## src/hw/rtl/first_fit_vertex_recolor_defines.svh

```systemverilog
// Assertion helpers shared by the RTL files.
`ifndef FIRST_FIT_VERTEX_RECOLOR_DEFINES_SVH
`define FIRST_FIT_VERTEX_RECOLOR_DEFINES_SVH

// Condition holds in the same cycle.
`define FFVR_ASSERT_SAME(label, clk, rst, ante, cons, msg) \
   label: assert property (@(posedge clk) disable iff (rst) (ante) |-> (cons)) \
      else $error(msg);

// Condition holds in the following cycle.
`define FFVR_ASSERT_NEXT(label, clk, rst, ante, cons, msg) \
   label: assert property (@(posedge clk) disable iff (rst) (ante) |=> (cons)) \
      else $error(msg);

`endif

```

## src/hw/rtl/ffvr_pkg.sv

```systemverilog
`timescale 1ns / 1ps

package ffvr_pkg;

   localparam int COLOR_W            = 6;
   localparam int COUNT_W            = 6;
   localparam int MAP_W              = 1 << COLOR_W;
   localparam int CHUNK_W            = 8;
   localparam int CHUNK_SEL_W        = $clog2(MAP_W / CHUNK_W);
   localparam int POS_W              = $clog2(CHUNK_W);
   localparam int MAX_DEGREE_DEFAULT = 63;

   localparam int REQ_TDATA_W = 16;
   localparam int RSP_TDATA_W = 8;

   typedef struct packed {
      logic load;
      logic search;
      logic read_first;
      logic advance;
   } cmd_type;

   typedef struct packed {
      logic found;
      logic empty;
      logic last_result;
   } status_type;

endpackage

```

## src/hw/rtl/ffvr_ram.sv

```systemverilog
`timescale 1ns / 1ps

module ffvr_ram #(
   parameter int WIDTH = 8,
   parameter int DEPTH = 64,
   localparam int ADDR_W = (DEPTH > 1) ? $clog2(DEPTH) : 1
) (
   input  logic              clock,
   input  logic              wr_en,
   input  logic [ADDR_W-1:0] wr_addr,
   input  logic [WIDTH-1:0]  wr_data,
   input  logic              rd_en,
   input  logic [ADDR_W-1:0] rd_addr,
   output logic [WIDTH-1:0]  rd_data
);

   logic [WIDTH-1:0] mem_ff [DEPTH];
   logic [WIDTH-1:0] rd_data_ff;

   always_ff @(posedge clock) begin
      if (wr_en) begin
         mem_ff[wr_addr] <= wr_data;
      end
      if (rd_en) begin
         rd_data_ff <= mem_ff[rd_addr];
      end
   end

   assign rd_data = rd_data_ff;

endmodule

```

## src/hw/rtl/ffvr_datapath.sv

```systemverilog
`timescale 1ns / 1ps
`include "first_fit_vertex_recolor_defines.svh"

module ffvr_datapath
   import ffvr_pkg::*;
#(
   parameter int MAX_DEGREE = MAX_DEGREE_DEFAULT
) (
   input  logic               clock,
   input  logic               reset,
   input  cmd_type            cmd,
   input  logic [COLOR_W-1:0] current_color,
   input  logic [COLOR_W-1:0] neighbor_color,
   input  logic               has_neighbor,
   output status_type         status,
   output logic [COLOR_W-1:0] new_color,
   output logic               changed,
   output logic               reschedule,
   output logic               neighbor_valid
);

   localparam int ADDR_W = (MAX_DEGREE > 1) ? $clog2(MAX_DEGREE) : 1;

   logic [MAP_W-1:0]       taken_ff;
   logic [COUNT_W-1:0]     count_ff;
   logic [COLOR_W-1:0]     held_ff;
   logic [CHUNK_SEL_W-1:0] chunk_ff;
   logic [COLOR_W-1:0]     new_color_ff;
   logic                   changed_ff;
   logic [COUNT_W-1:0]     k_ff;

   logic                   store_en;
   logic [CHUNK_W-1:0]     free_bits;
   logic                   found;
   logic [POS_W-1:0]       pos;
   logic [COLOR_W-1:0]     found_color;
   logic [COUNT_W-1:0]     k_next;
   logic                   last_result;
   logic                   empty;
   logic                   rd_en;
   logic [ADDR_W-1:0]      rd_addr;
   logic [COLOR_W-1:0]     rd_color;

   assign store_en  = cmd.load && has_neighbor && (count_ff < COUNT_W'(MAX_DEGREE));
   assign free_bits = ~taken_ff[{chunk_ff, {POS_W{1'b0}}} +: CHUNK_W];
   assign found     = |free_bits;

   always_comb begin
      pos = '0;
      for (int i = CHUNK_W - 1; i >= 0; i--) begin
         if (free_bits[i]) begin
            pos = POS_W'(i);
         end
      end
   end

   assign found_color = {chunk_ff, pos};
   assign empty       = (count_ff == '0);
   assign k_next      = k_ff + COUNT_W'(1);
   assign last_result = empty || (k_next == count_ff);

   assign rd_en   = cmd.read_first || (cmd.advance && !last_result);
   assign rd_addr = cmd.read_first ? '0 : k_next[ADDR_W-1:0];

   ffvr_ram #(
      .WIDTH(COLOR_W),
      .DEPTH(MAX_DEGREE)
   ) u_store (
      .clock  (clock),
      .wr_en  (store_en),
      .wr_addr(count_ff[ADDR_W-1:0]),
      .wr_data(neighbor_color),
      .rd_en  (rd_en),
      .rd_addr(rd_addr),
      .rd_data(rd_color)
   );

   always_ff @(posedge clock) begin
      if (reset) begin
         taken_ff <= '0;
         count_ff <= '0;
         held_ff  <= '0;
         chunk_ff <= '0;
      end else begin
         if (cmd.load) begin
            held_ff  <= current_color;
            chunk_ff <= '0;
         end
         if (store_en) begin
            taken_ff[neighbor_color] <= 1'b1;
            count_ff                 <= count_ff + COUNT_W'(1);
         end
         if (cmd.search) begin
            if (found) begin
               taken_ff <= '0;
            end else begin
               chunk_ff <= chunk_ff + CHUNK_SEL_W'(1);
            end
         end
         if (cmd.advance && last_result) begin
            count_ff <= '0;
         end
      end
   end

   always_ff @(posedge clock) begin
      if (cmd.search && found) begin
         new_color_ff <= found_color;
         changed_ff   <= (found_color != held_ff);
      end
      if (cmd.read_first) begin
         k_ff <= '0;
      end else if (cmd.advance) begin
         k_ff <= k_next;
      end
   end

   assign status.found       = found;
   assign status.empty       = empty;
   assign status.last_result = last_result;

   assign new_color      = new_color_ff;
   assign changed        = changed_ff;
   assign neighbor_valid = !empty;
   assign reschedule     = changed_ff && !empty && (rd_color >= new_color_ff);

   `FFVR_ASSERT_SAME(a_count_bound, clock, reset, 1'b1, count_ff <= COUNT_W'(MAX_DEGREE), "neighbor count beyond capacity")
   `FFVR_ASSERT_NEXT(a_map_cleared, clock, reset, cmd.search && found, taken_ff == '0, "taken map not cleared after search")

endmodule

```

## src/hw/rtl/ffvr_ctrl.sv

```systemverilog
`timescale 1ns / 1ps
`include "first_fit_vertex_recolor_defines.svh"

module ffvr_ctrl
   import ffvr_pkg::*;
(
   input  logic       clock,
   input  logic       reset,
   input  logic       req_tvalid,
   input  logic       req_tlast,
   output logic       req_tready,
   output logic       rsp_tvalid,
   input  logic       rsp_tready,
   input  status_type status,
   output cmd_type    cmd
);

   typedef enum logic [1:0] {
      S_COLLECT,
      S_SEARCH,
      S_READ,
      S_EMIT
   } state_type;

   state_type state_ff;
   logic      req_tready_ff;
   logic      rsp_tvalid_ff;

   assign cmd.load       = req_tready_ff && req_tvalid;
   assign cmd.search     = (state_ff == S_SEARCH);
   assign cmd.read_first = (state_ff == S_READ);
   assign cmd.advance    = rsp_tvalid_ff && rsp_tready;

   always_ff @(posedge clock) begin
      if (reset) begin
         state_ff      <= S_COLLECT;
         req_tready_ff <= 1'b1;
         rsp_tvalid_ff <= 1'b0;
      end else begin
         unique case (state_ff)
            S_COLLECT: begin
               if (cmd.load && req_tlast) begin
                  state_ff      <= S_SEARCH;
                  req_tready_ff <= 1'b0;
               end
            end
            S_SEARCH: begin
               if (status.found) begin
                  if (status.empty) begin
                     state_ff      <= S_EMIT;
                     rsp_tvalid_ff <= 1'b1;
                  end else begin
                     state_ff <= S_READ;
                  end
               end
            end
            S_READ: begin
               state_ff      <= S_EMIT;
               rsp_tvalid_ff <= 1'b1;
            end
            S_EMIT: begin
               if (cmd.advance && status.last_result) begin
                  state_ff      <= S_COLLECT;
                  rsp_tvalid_ff <= 1'b0;
                  req_tready_ff <= 1'b1;
               end
            end
            default: begin
               state_ff      <= S_COLLECT;
               req_tready_ff <= 1'b1;
               rsp_tvalid_ff <= 1'b0;
            end
         endcase
      end
   end

   assign req_tready = req_tready_ff;
   assign rsp_tvalid = rsp_tvalid_ff;

   `FFVR_ASSERT_SAME(a_one_side, clock, reset, rsp_tvalid_ff, !req_tready_ff, "request and response open together")
   `FFVR_ASSERT_NEXT(a_close_vertex, clock, reset, cmd.load && req_tlast, !req_tready_ff && !rsp_tvalid_ff, "vertex close did not start search")
   `FFVR_ASSERT_NEXT(a_reopen, clock, reset, cmd.advance && status.last_result, req_tready_ff && !rsp_tvalid_ff, "input not reopened after final response")

endmodule

```

## src/hw/rtl/first_fit_vertex_recolor.sv

```systemverilog
`timescale 1ns / 1ps

// First-fit recoloring of one graph vertex. Stream the vertex's neighbor colors in, one
// request per cycle while req_tready is high, with tlast on the final request; tuser says
// whether the request carries a neighbor. After tlast the block scans the taken-color map
// eight colors per cycle, one group of eight at a time from color 0 up to the chosen color,
// reads the first entry of the neighbor store when there are neighbors, then returns one
// response per stored neighbor (or one response for a vertex without neighbors) at one per
// cycle while rsp_tready is high, tlast marking the final one. No request is taken while
// its responses are pending. Neighbors past MAX_DEGREE are ignored.

module first_fit_vertex_recolor
   import ffvr_pkg::*;
#(
   parameter int MAX_DEGREE = MAX_DEGREE_DEFAULT
) (
   input  logic                   clock,
   input  logic                   reset,
   input  logic                   req_tvalid,
   output logic                   req_tready,
   input  logic [REQ_TDATA_W-1:0] req_tdata,  // current_color[5:0], neighbor_color[11:6], zero
   input  logic                   req_tuser,  // has_neighbor
   input  logic                   req_tlast,
   output logic                   rsp_tvalid,
   input  logic                   rsp_tready,
   output logic [RSP_TDATA_W-1:0] rsp_tdata,  // new_color[5:0], changed[6], reschedule[7]
   output logic                   rsp_tuser,  // neighbor_valid
   output logic                   rsp_tlast
);

   cmd_type            cmd;
   status_type         status;
   logic [COLOR_W-1:0] new_color;
   logic               changed;
   logic               reschedule;

   ffvr_ctrl u_ctrl (
      .clock     (clock),
      .reset     (reset),
      .req_tvalid(req_tvalid),
      .req_tlast (req_tlast),
      .req_tready(req_tready),
      .rsp_tvalid(rsp_tvalid),
      .rsp_tready(rsp_tready),
      .status    (status),
      .cmd       (cmd)
   );

   ffvr_datapath #(
      .MAX_DEGREE(MAX_DEGREE)
   ) u_datapath (
      .clock         (clock),
      .reset         (reset),
      .cmd           (cmd),
      .current_color (req_tdata[COLOR_W-1:0]),
      .neighbor_color(req_tdata[2*COLOR_W-1:COLOR_W]),
      .has_neighbor  (req_tuser),
      .status        (status),
      .new_color     (new_color),
      .changed       (changed),
      .reschedule    (reschedule),
      .neighbor_valid(rsp_tuser)
   );

   assign rsp_tdata = {reschedule, changed, new_color};
   assign rsp_tlast = status.last_result;

endmodule

```

## config.mk

```make
export PLATFORM = sky130hd
export DESIGN_NAME = first_fit_vertex_recolor
export DESIGN_NICKNAME = d
export VERILOG_FILES = /design/src/hw/rtl/ffvr_pkg.sv /design/src/hw/rtl/ffvr_ram.sv /design/src/hw/rtl/ffvr_datapath.sv /design/src/hw/rtl/ffvr_ctrl.sv /design/src/hw/rtl/first_fit_vertex_recolor.sv
export VERILOG_INCLUDE_DIRS = /design/src /design/src/hw/rtl
export SDC_FILE = /design/constraint.sdc
export NUM_CORES = 1
export LEC_CHECK = 0
export ABC_AREA = 1
export BUFFER_PORTS_ARGS = -buffer_cell sky130_fd_sc_hd__buf_2
export CAP_MARGIN = 20
export CORE_MARGIN = 3
export CORE_UTILIZATION = 40
export DETAILED_ROUTE_END_ITERATION = 12
export RECOVER_POWER = 100
export SETUP_SLACK_MARGIN = 0.3
export SYNTH_ARGS = -nofsm -noshare
export SYNTH_HDL_FRONTEND = slang
export SYNTH_HIERARCHICAL = 1
export SYNTH_SLANG_ARGS = --single-unit
export TNS_END_PERCENT = 5
```

## constraint.sdc

```tcl
create_clock -name clock -period 7.3 [get_ports clock]
set_input_delay 1.46 -clock clock [delete_from_list [all_inputs] [get_ports clock]]
set_output_delay 1.46 -clock clock [all_outputs]
set_load 0.01 [all_outputs]
```

==> results of run 1 <==
per-layer routing:
layer  wire length, um  vias up
met5                 0        -
met4              1370        0
met3              3730       82
met2             23800      483
met1             22100     7032
li1                  -     7049
stage by stage:
stage	worst slack, ps	utilization, %
after floorplan	3670	-
after global placement	2970	41.6
after detailed placement	2970	41.7
after CTS	3250	44.9
after global routing	1620	44.7
final	2170	44.7
critical path: stages:
cell,delay (ps)
buf_2,70
clkbuf_1,2280
nand2_1,440
nor3_1,950
a21oi_1,180
nor2_2,190
power breakdown:
part           internal (W)  switching (W)  total, W
clock               0.00151        0.00105   0.00256
combinational      0.000940        0.00239   0.00333
sequential          0.00305      0.0000662   0.00312
total               0.00550        0.00351   0.00901
cells in the mapped netlist (all sizes together) (2+ instances only):
cell and n:
nor2 190, or2 3, dfxtp 89, nor3 13, o211ai 3, nand2 630, nand3 380, xnor2 2
ha 16, xor2 14, a21oi 74, nand4 11, o21bai 2, edfxtp 391, buf 85, o21ai 16
inv 125, clkbuf 24, nor4 10
final cells by class:
| class | instances | share of cell area, % |
|---|---|---|
| clock buffers | 60 | 5.76 |
| clock inverters | 29 | 1.37 |
| inverters | 126 | 2.07 |
| multi-input cells | 1367 | 27.0 |
| flip-flops and latches | 480 | 58.6 |
| well taps | 680 | 3.68 |
| repair buffers | 65 | 1.52 |
worst max path at each step:
stage | end | slack, ps | cells past startpoint
finish | u_datapath/taken_ff[55]$_SDFF_PP0_ | 2170 | 6
global route | u_datapath/taken_ff[55]$_SDFF_PP0_ | 1620 | 6
CTS | rsp_tlast | 3250 | 8
detailed placement | u_datapath/u_store/mem_ff[20][3]$_DFFE_PP_ | 2970 | 7
global placement | u_datapath/u_store/mem_ff[32][4]$_DFFE_PP_ | 2970 | 7
floorplan | u_datapath/u_store/mem_ff[32][0]$_DFFE_PP_ | 3670 | 8
flip-flops by register name, summed over array words and instances, names as in the netlist:
| register | count |
|---|---|
| u_datapath/u_store/mem_ff | 378 |
| u_datapath/count_ff | 6 |
| u_datapath/new_color | 6 |
| u_ctrl/rsp_tvalid | 1 |
| u_ctrl/state_ff | 2 |
| u_datapath/changed | 1 |
| u_ctrl/req_tready | 1 |
| u_datapath/held_ff | 6 |
| u_datapath/u_store/rd_data | 6 |
| u_datapath/chunk_ff | 3 |
| u_datapath/taken_ff | 64 |
| u_datapath/k_ff | 6 |
cell families after synthesis:
kind of cell	Yosys count
AO/OA/AOI/OAI	96
buffers and inverters	235
XOR/XNOR	16
AND/OR/NAND/NOR	1239
flip-flops	480
adder cells (fa/ha/maj)	16
==> results.py, run 1 <==
metrics = {
    "sta": {
        "slew_headroom_pct": -123,
        "setup_violations": 0,
        "tightest_slew_ps": 3350,
        "report.final.hold_viol_count": 0,
        "layout_worst_path_cycle_share_pct": 70.3,
        "fmax_mhz": 195,
        "maxSlewViolCount": 523,
        "finalHoldWorstSlack_ps": 480,
        "setup_tns_ps": 0,
        "rsz0062_at_grt": "no",
        "period_minus_slack_ps": 5130,
        "fin_skew_ps": 27.9,
    },
    "layout": {
        "fin_area_um2": 23100,
        "final.fill_count": 4828,
        "drive_gt1_share_pct": 8.13,
        "layout_commonest_cell": "nand2_1",
        "regArea_um2": 13500,
        "syn_to_final_growth_pct": 10.1,
        "final_cell_mix": "nand2_1 (627), edfxtp_1 (391), nand3_1 (379), nor2_1 (131), inv_1 (117)",
        "fin_cells": 2807,
        "diodes": 0,
        "nets": 2128,
        "multi_input_area_um2": 6250,
    },
    "global_routing": {
        "grt_max_degree": 74,
        "grt_pass1_vias": 14000,
        "met2_usage_pct": 29.1,
        "grt_busiest_layer": "met2",
        "met1_usage_pct": 25.0,
        "overflow": 0,
        "grt_usage_pct": 18.1,
        "antenna_found_initial": 0,
        "grt_pass1_wl_um": 79400,
        "use_met3_pct": 3.17,
    },
    "logic_synthesis": {
        "synth_compound_area_share_pct": 2.48,
        "synthFlopType": "edfxtp_1",
        "synth_cell_types": 36,
        "yosys_warnings": 6,
        "synth_top_family_by_area": "simple AND/OR/NAND/NOR gates",
        "syn_inst": 2082,
        "synth_top_area_cell": "edfxtp_1",
        "synthTopCellsByArea": "edfxtp_1 (56%), nand2_1 (11%), nand3_1 (9.0%)",
        "synth-edff-count": 391,
        "synth_xor_area_share_pct": 0.668,
        "synth_nets": 2120,
        "synthAdderAreaFrac_pct": 0.954,
        "synth.mux.area_fraction_pct": 0,
        "syn_area_per_cell_um2": 10.1,
        "yosys.area_share.simple_pct": 25.8,
        "ys_ff_latch": 480,
        "synth_top_cell_area_share_pct": 56.0,
        "ys_seq_area_share_pct": 64.5,
        "syn_area_um2": 21000,
        "async_flop_share_pct": 0,
    },
    "placed_design": {
        "port_buffers": 29,
        "dpl.cell_count": 2712,
        "place_congestion": 0.834,
        "dpl_cell_area_um2": 21500,
        "hpwl_um": 30400,
    },
    "floorplan": {
        "fp.dieH_um": 235,
        "initial_core_util_pct": 40.6,
        "io_pins": 34,
        "rows": 83,
        "core_um2": 51600,
        "dieArea_um2": 55200,
        "die_w_um": 235,
    },
    "min_path": {
        "hold_path.class": "reg2reg",
        "holdPathStages": 2,
        "worstHoldStart": "u_datapath/held_ff[0]$_SDFFE_PP0P_",
        "holdPathEnd": "u_datapath/held_ff[0]$_SDFFE_PP0P_",
    },
    "critical_path": {
        "criticalPathCategory": "in2reg",
        "path_max_fanout": 66,
        "cp-start-kind": "primary input",
        "r2r-end": "u_datapath/taken_ff[55]$_SDFF_PP0_",
        "crit_required_ps": 7790,
        "reg2reg_depth": 14,
        "startpoint": "req_tdata[8]",
        "worstReg2RegStart": "u_datapath/chunk_ff[0]$_SDFF_PP0_",
        "arrival_ps": 5620,
        "r2r_setup_slack_ps": 2220,
        "cp-end-kind": "flop",
    },
    "status": {
        "violations": "max-capacitance violations, max-slew violations",
        "status": "finished, violations left",
    },
    "clocking": {
        "numCtsBuffers": 50,
        "cts_buffer_depth": 3,
        "htreeDepth": 2,
        "cts_hold_buf": 0,
        "cts_root_buf": "clkbuf_16",
        "clk_pin_slew_worst_paths_ps": 60,
        "cts_tree": "done",
        "cts_sinks": 480,
        "post_cts_buffers": 0,
        "worstSkewPairLatency_ps": 600,
        "cts_resized": 0,
    },
    "drt": {
        "viasPerCell": 5.22,
        "drtIter0Drc": 1369,
        "firstDrtPassIters": 7,
        "post_drt_wl_per_cell_um": 18.1,
        "vias": 14600,
        "finalWirelength_um": 50900,
        "drc_errors": 0,
        "ant_nets": 0,
    },
    "job": {
        "cap_violations": 9,
    },
    "pwr": {
        "power_leakage_nw": 8.45,
        "pwr_density_cell_nw_per_um2": 390,
        "total_power_w": 0.00901,
        "irDropWorstVdd_mv": 0.223,
    },
}
Power figures use the tool's default switching activity.
==> inputs of run 2 (changes only) <==
- ABC_AREA: 1 -> 0
- clock period: 7.3 -> 5.1 ns (I/O delays scaled with it)
==> run 2 against run 1 <==
Net effect:
- the flow still finishes with violations (max-capacitance violations, max-slew violations)
- clock power is 44% higher
- power is 26% higher
- hold slack worse by 18 ps
- utilization is 0.61 points higher
- critical endpoint is now u_datapath/taken_ff[26]$_SDFF_PP0_
- largest power group is now registers
==> results.py, run 2 <==
metrics = {
    "critical_path": {
        "criticalPathCategory": "reg2reg",
        "cp-end-kind": "flop",
        "path_max_fanout": 15,
        "arrival_ps": 4770,
        "cp-start-kind": "flop",
        "crit_required_ps": 5540,
    },
    "global_routing": {
        "grt_busiest_layer": "met2",
        "grt_max_degree": 64,
        "use_met3_pct": 3.33,
        "antenna_found_initial": 4,
        "grt_usage_pct": 17.1,
        "grt_pass1_vias": 10900,
        "met2_usage_pct": 28.0,
        "grt_pass1_wl_um": 69000,
        "overflow": 0,
        "met1_usage_pct": 23.1,
    },
    "floorplan": {
        "rows": 81,
        "dieArea_um2": 53600,
        "core_um2": 49600,
        "initial_core_util_pct": 41.0,
        "fp.dieH_um": 231,
        "io_pins": 34,
        "die_w_um": 231,
    },
    "drt": {
        "vias": 10900,
        "finalWirelength_um": 45400,
        "ant_nets": 0,
        "drtIter0Drc": 861,
        "viasPerCell": 5.45,
        "drc_errors": 0,
        "post_drt_wl_per_cell_um": 22.8,
        "firstDrtPassIters": 5,
    },
    "sta": {
        "period_minus_slack_ps": 4330,
        "tightest_slew_ps": 3000,
        "layout_worst_path_cycle_share_pct": 84.8,
        "fin_skew_ps": 16.1,
        "slew_headroom_pct": -100,
        "rsz0062_at_grt": "no",
        "finalHoldWorstSlack_ps": 461,
        "setup_violations": 0,
        "maxSlewViolCount": 355,
        "fmax_mhz": 231,
        "setup_tns_ps": 0,
        "report.final.hold_viol_count": 0,
    },
    "clocking": {
        "cts_tree": "done",
        "numCtsBuffers": 48,
        "cts_hold_buf": 0,
        "htreeDepth": 2,
        "cts_root_buf": "clkbuf_16",
        "cts_resized": 0,
        "cts_buffer_depth": 3,
        "post_cts_buffers": 0,
        "clk_pin_slew_worst_paths_ps": 60,
        "worstSkewPairLatency_ps": 580,
        "cts_sinks": 480,
    },
    "pwr": {
        "power_leakage_nw": 7.23,
        "pwr_density_cell_nw_per_um2": 506,
        "irDropWorstVdd_mv": 0.232,
    },
    "logic_synthesis": {
        "yosysMostFrequentCell": "edfxtp_1",
        "synth_nets": 1288,
        "synthFlopType": "edfxtp_1",
        "ys_seq_area_share_pct": 66.5,
        "ys_ff_latch": 480,
        "synthTopCellsByArea": "edfxtp_1 (58%), mux4_2 (11%), dfxtp_1 (8.8%)",
        "synth_commonest_cells": "edfxtp_1 (391), nor2_1 (107), mux4_2 (98)",
        "syn_inst": 1250,
        "synth_top_cell_area_share_pct": 57.8,
        "synth-edff-count": 391,
        "yosys_warnings": 6,
        "syn_area_per_cell_um2": 16.3,
        "synth_top_area_cell": "edfxtp_1",
        "synth_cell_types": 69,
        "syn_area_um2": 20300,
        "async_flop_share_pct": 0,
    },
    "layout": {
        "max_flop_register": "u_datapath/u_store/mem_ff",
        "layout_commonest_cell": "edfxtp_1",
        "top_regs": "u_datapath/u_store/mem_ff: 378 flops, u_datapath/taken_ff: 64 flops",
        "fin_area_um2": 22500,
        "final_cell_mix": "edfxtp_1 (391), nor2_1 (143), mux4_2 (98), dfxtp_1 (89), a21oi_1 (76)",
        "fin_cells": 1993,
        "fin_util_pct": 45.4,
        "syn_to_final_growth_pct": 10.6,
        "nets": 1328,
        "drive_gt1_share_pct": 19.1,
        "largest_register_ffs": 378,
    },
    "job": {
        "cap_violations": 7,
    },
    "placed_design": {
        "dpl_cell_area_um2": 21200,
        "port_buffers": 29,
        "hpwl_um": 29700,
        "dpl.cell_count": 1904,
        "place_congestion": 0.796,
    },
    "status": {
        "status": "finished, violations left",
        "violations": "max-capacitance violations, max-slew violations",
    },
    "min_path": {
        "hold_path.class": "reg2reg",
    },
}
## run 2: cell count changes after synthesis, sizes merged, moves of 37 or more
cell,change
inv,-108
nand3,-354
mux4,+106
buf,-38
mux2i,+37
nand2,-591
## run 2: area by class of cell
type	count	area (um^2)
fill	4299	27100
sequential	480	13500
multi-input combinational	669	5960
clock buffer	58	1290
tap	664	831
timing repair buffer	73	449
clock inverter	30	359
inverter	18	67.6
antenna	1	2.50
## run 2: power breakdown
group / total [W] / internal [W] / switching, W / leakage, nW
combinational: 0.00330 / 0.00147 / 0.00183 / 2.17
sequential: 0.00439 / 0.00433 / 0.0000567 / 4.24
clock: 0.00369 / 0.00221 / 0.00147 / 0.818
total: 0.0114 / 0.00801 / 0.00336 / 7.23
## run 2: worst paths after layout
path | from | to | slack [ps] | depth (start not counted)
hold / removal | u_datapath/taken_ff[9]$_SDFF_PP0_ | u_datapath/taken_ff[9]$_SDFF_PP0_ | 460 | 2
hold reg to reg | u_datapath/taken_ff[9]$_SDFF_PP0_ | u_datapath/taken_ff[9]$_SDFF_PP0_ | 460 | 2
setup reg to reg | u_datapath/chunk_ff[0]$_SDFF_PP0_ | u_datapath/taken_ff[26]$_SDFF_PP0_ | 770 | 9
setup / recovery | u_datapath/chunk_ff[0]$_SDFF_PP0_ | u_datapath/taken_ff[26]$_SDFF_PP0_ | 770 | 9
## run 2: metrics by stage
stage / total power, W / setup slack [ps]
2_1_floorplan: 0.00686 / 1770
3_3_place_gp: 0.00784 / 1170
3_5_place_dp: 0.00788 / 1160
4_1_cts: 0.0116 / 1150
5_1_grt: 0.0118 / 507
6_report: 0.0114 / 774
## run 2: metal layers
layer | wire length [um] | up-vias | share of wire, %
met1 | 19300 | 5628 | 42
met2 | 22300 | 254 | 49
met3 | 2340 | 74 | 5.1
li1 | - | 4915 | -
met4 | 1480 | 0 | 3.2
met5 | 0 | - | 0
## run 2: cells by family after synthesis
family | after synthesis | synth area share [%]
DFF | 480 | 66.5
muxes | 151 | 14.2
buffers and inverters | 101 | 2.84
xor gates and xnor gates | 25 | 1.08
AOI/OAI and AO/OA | 151 | 4.68
adders and majority gates | 16 | 0.985
and+or+nand+nor | 326 | 9.72
## run 2: critical path, cell delays in order, from the launching register on
cell and delay [ps]:
dfxtp_1 860, clkbuf_1 570, mux4_1 680, nand3b_1 140, a22oi_1 100, and4bb_1 330
nor2b_2 420, or2_4 410, clkbuf_2 600, nor2_4 60
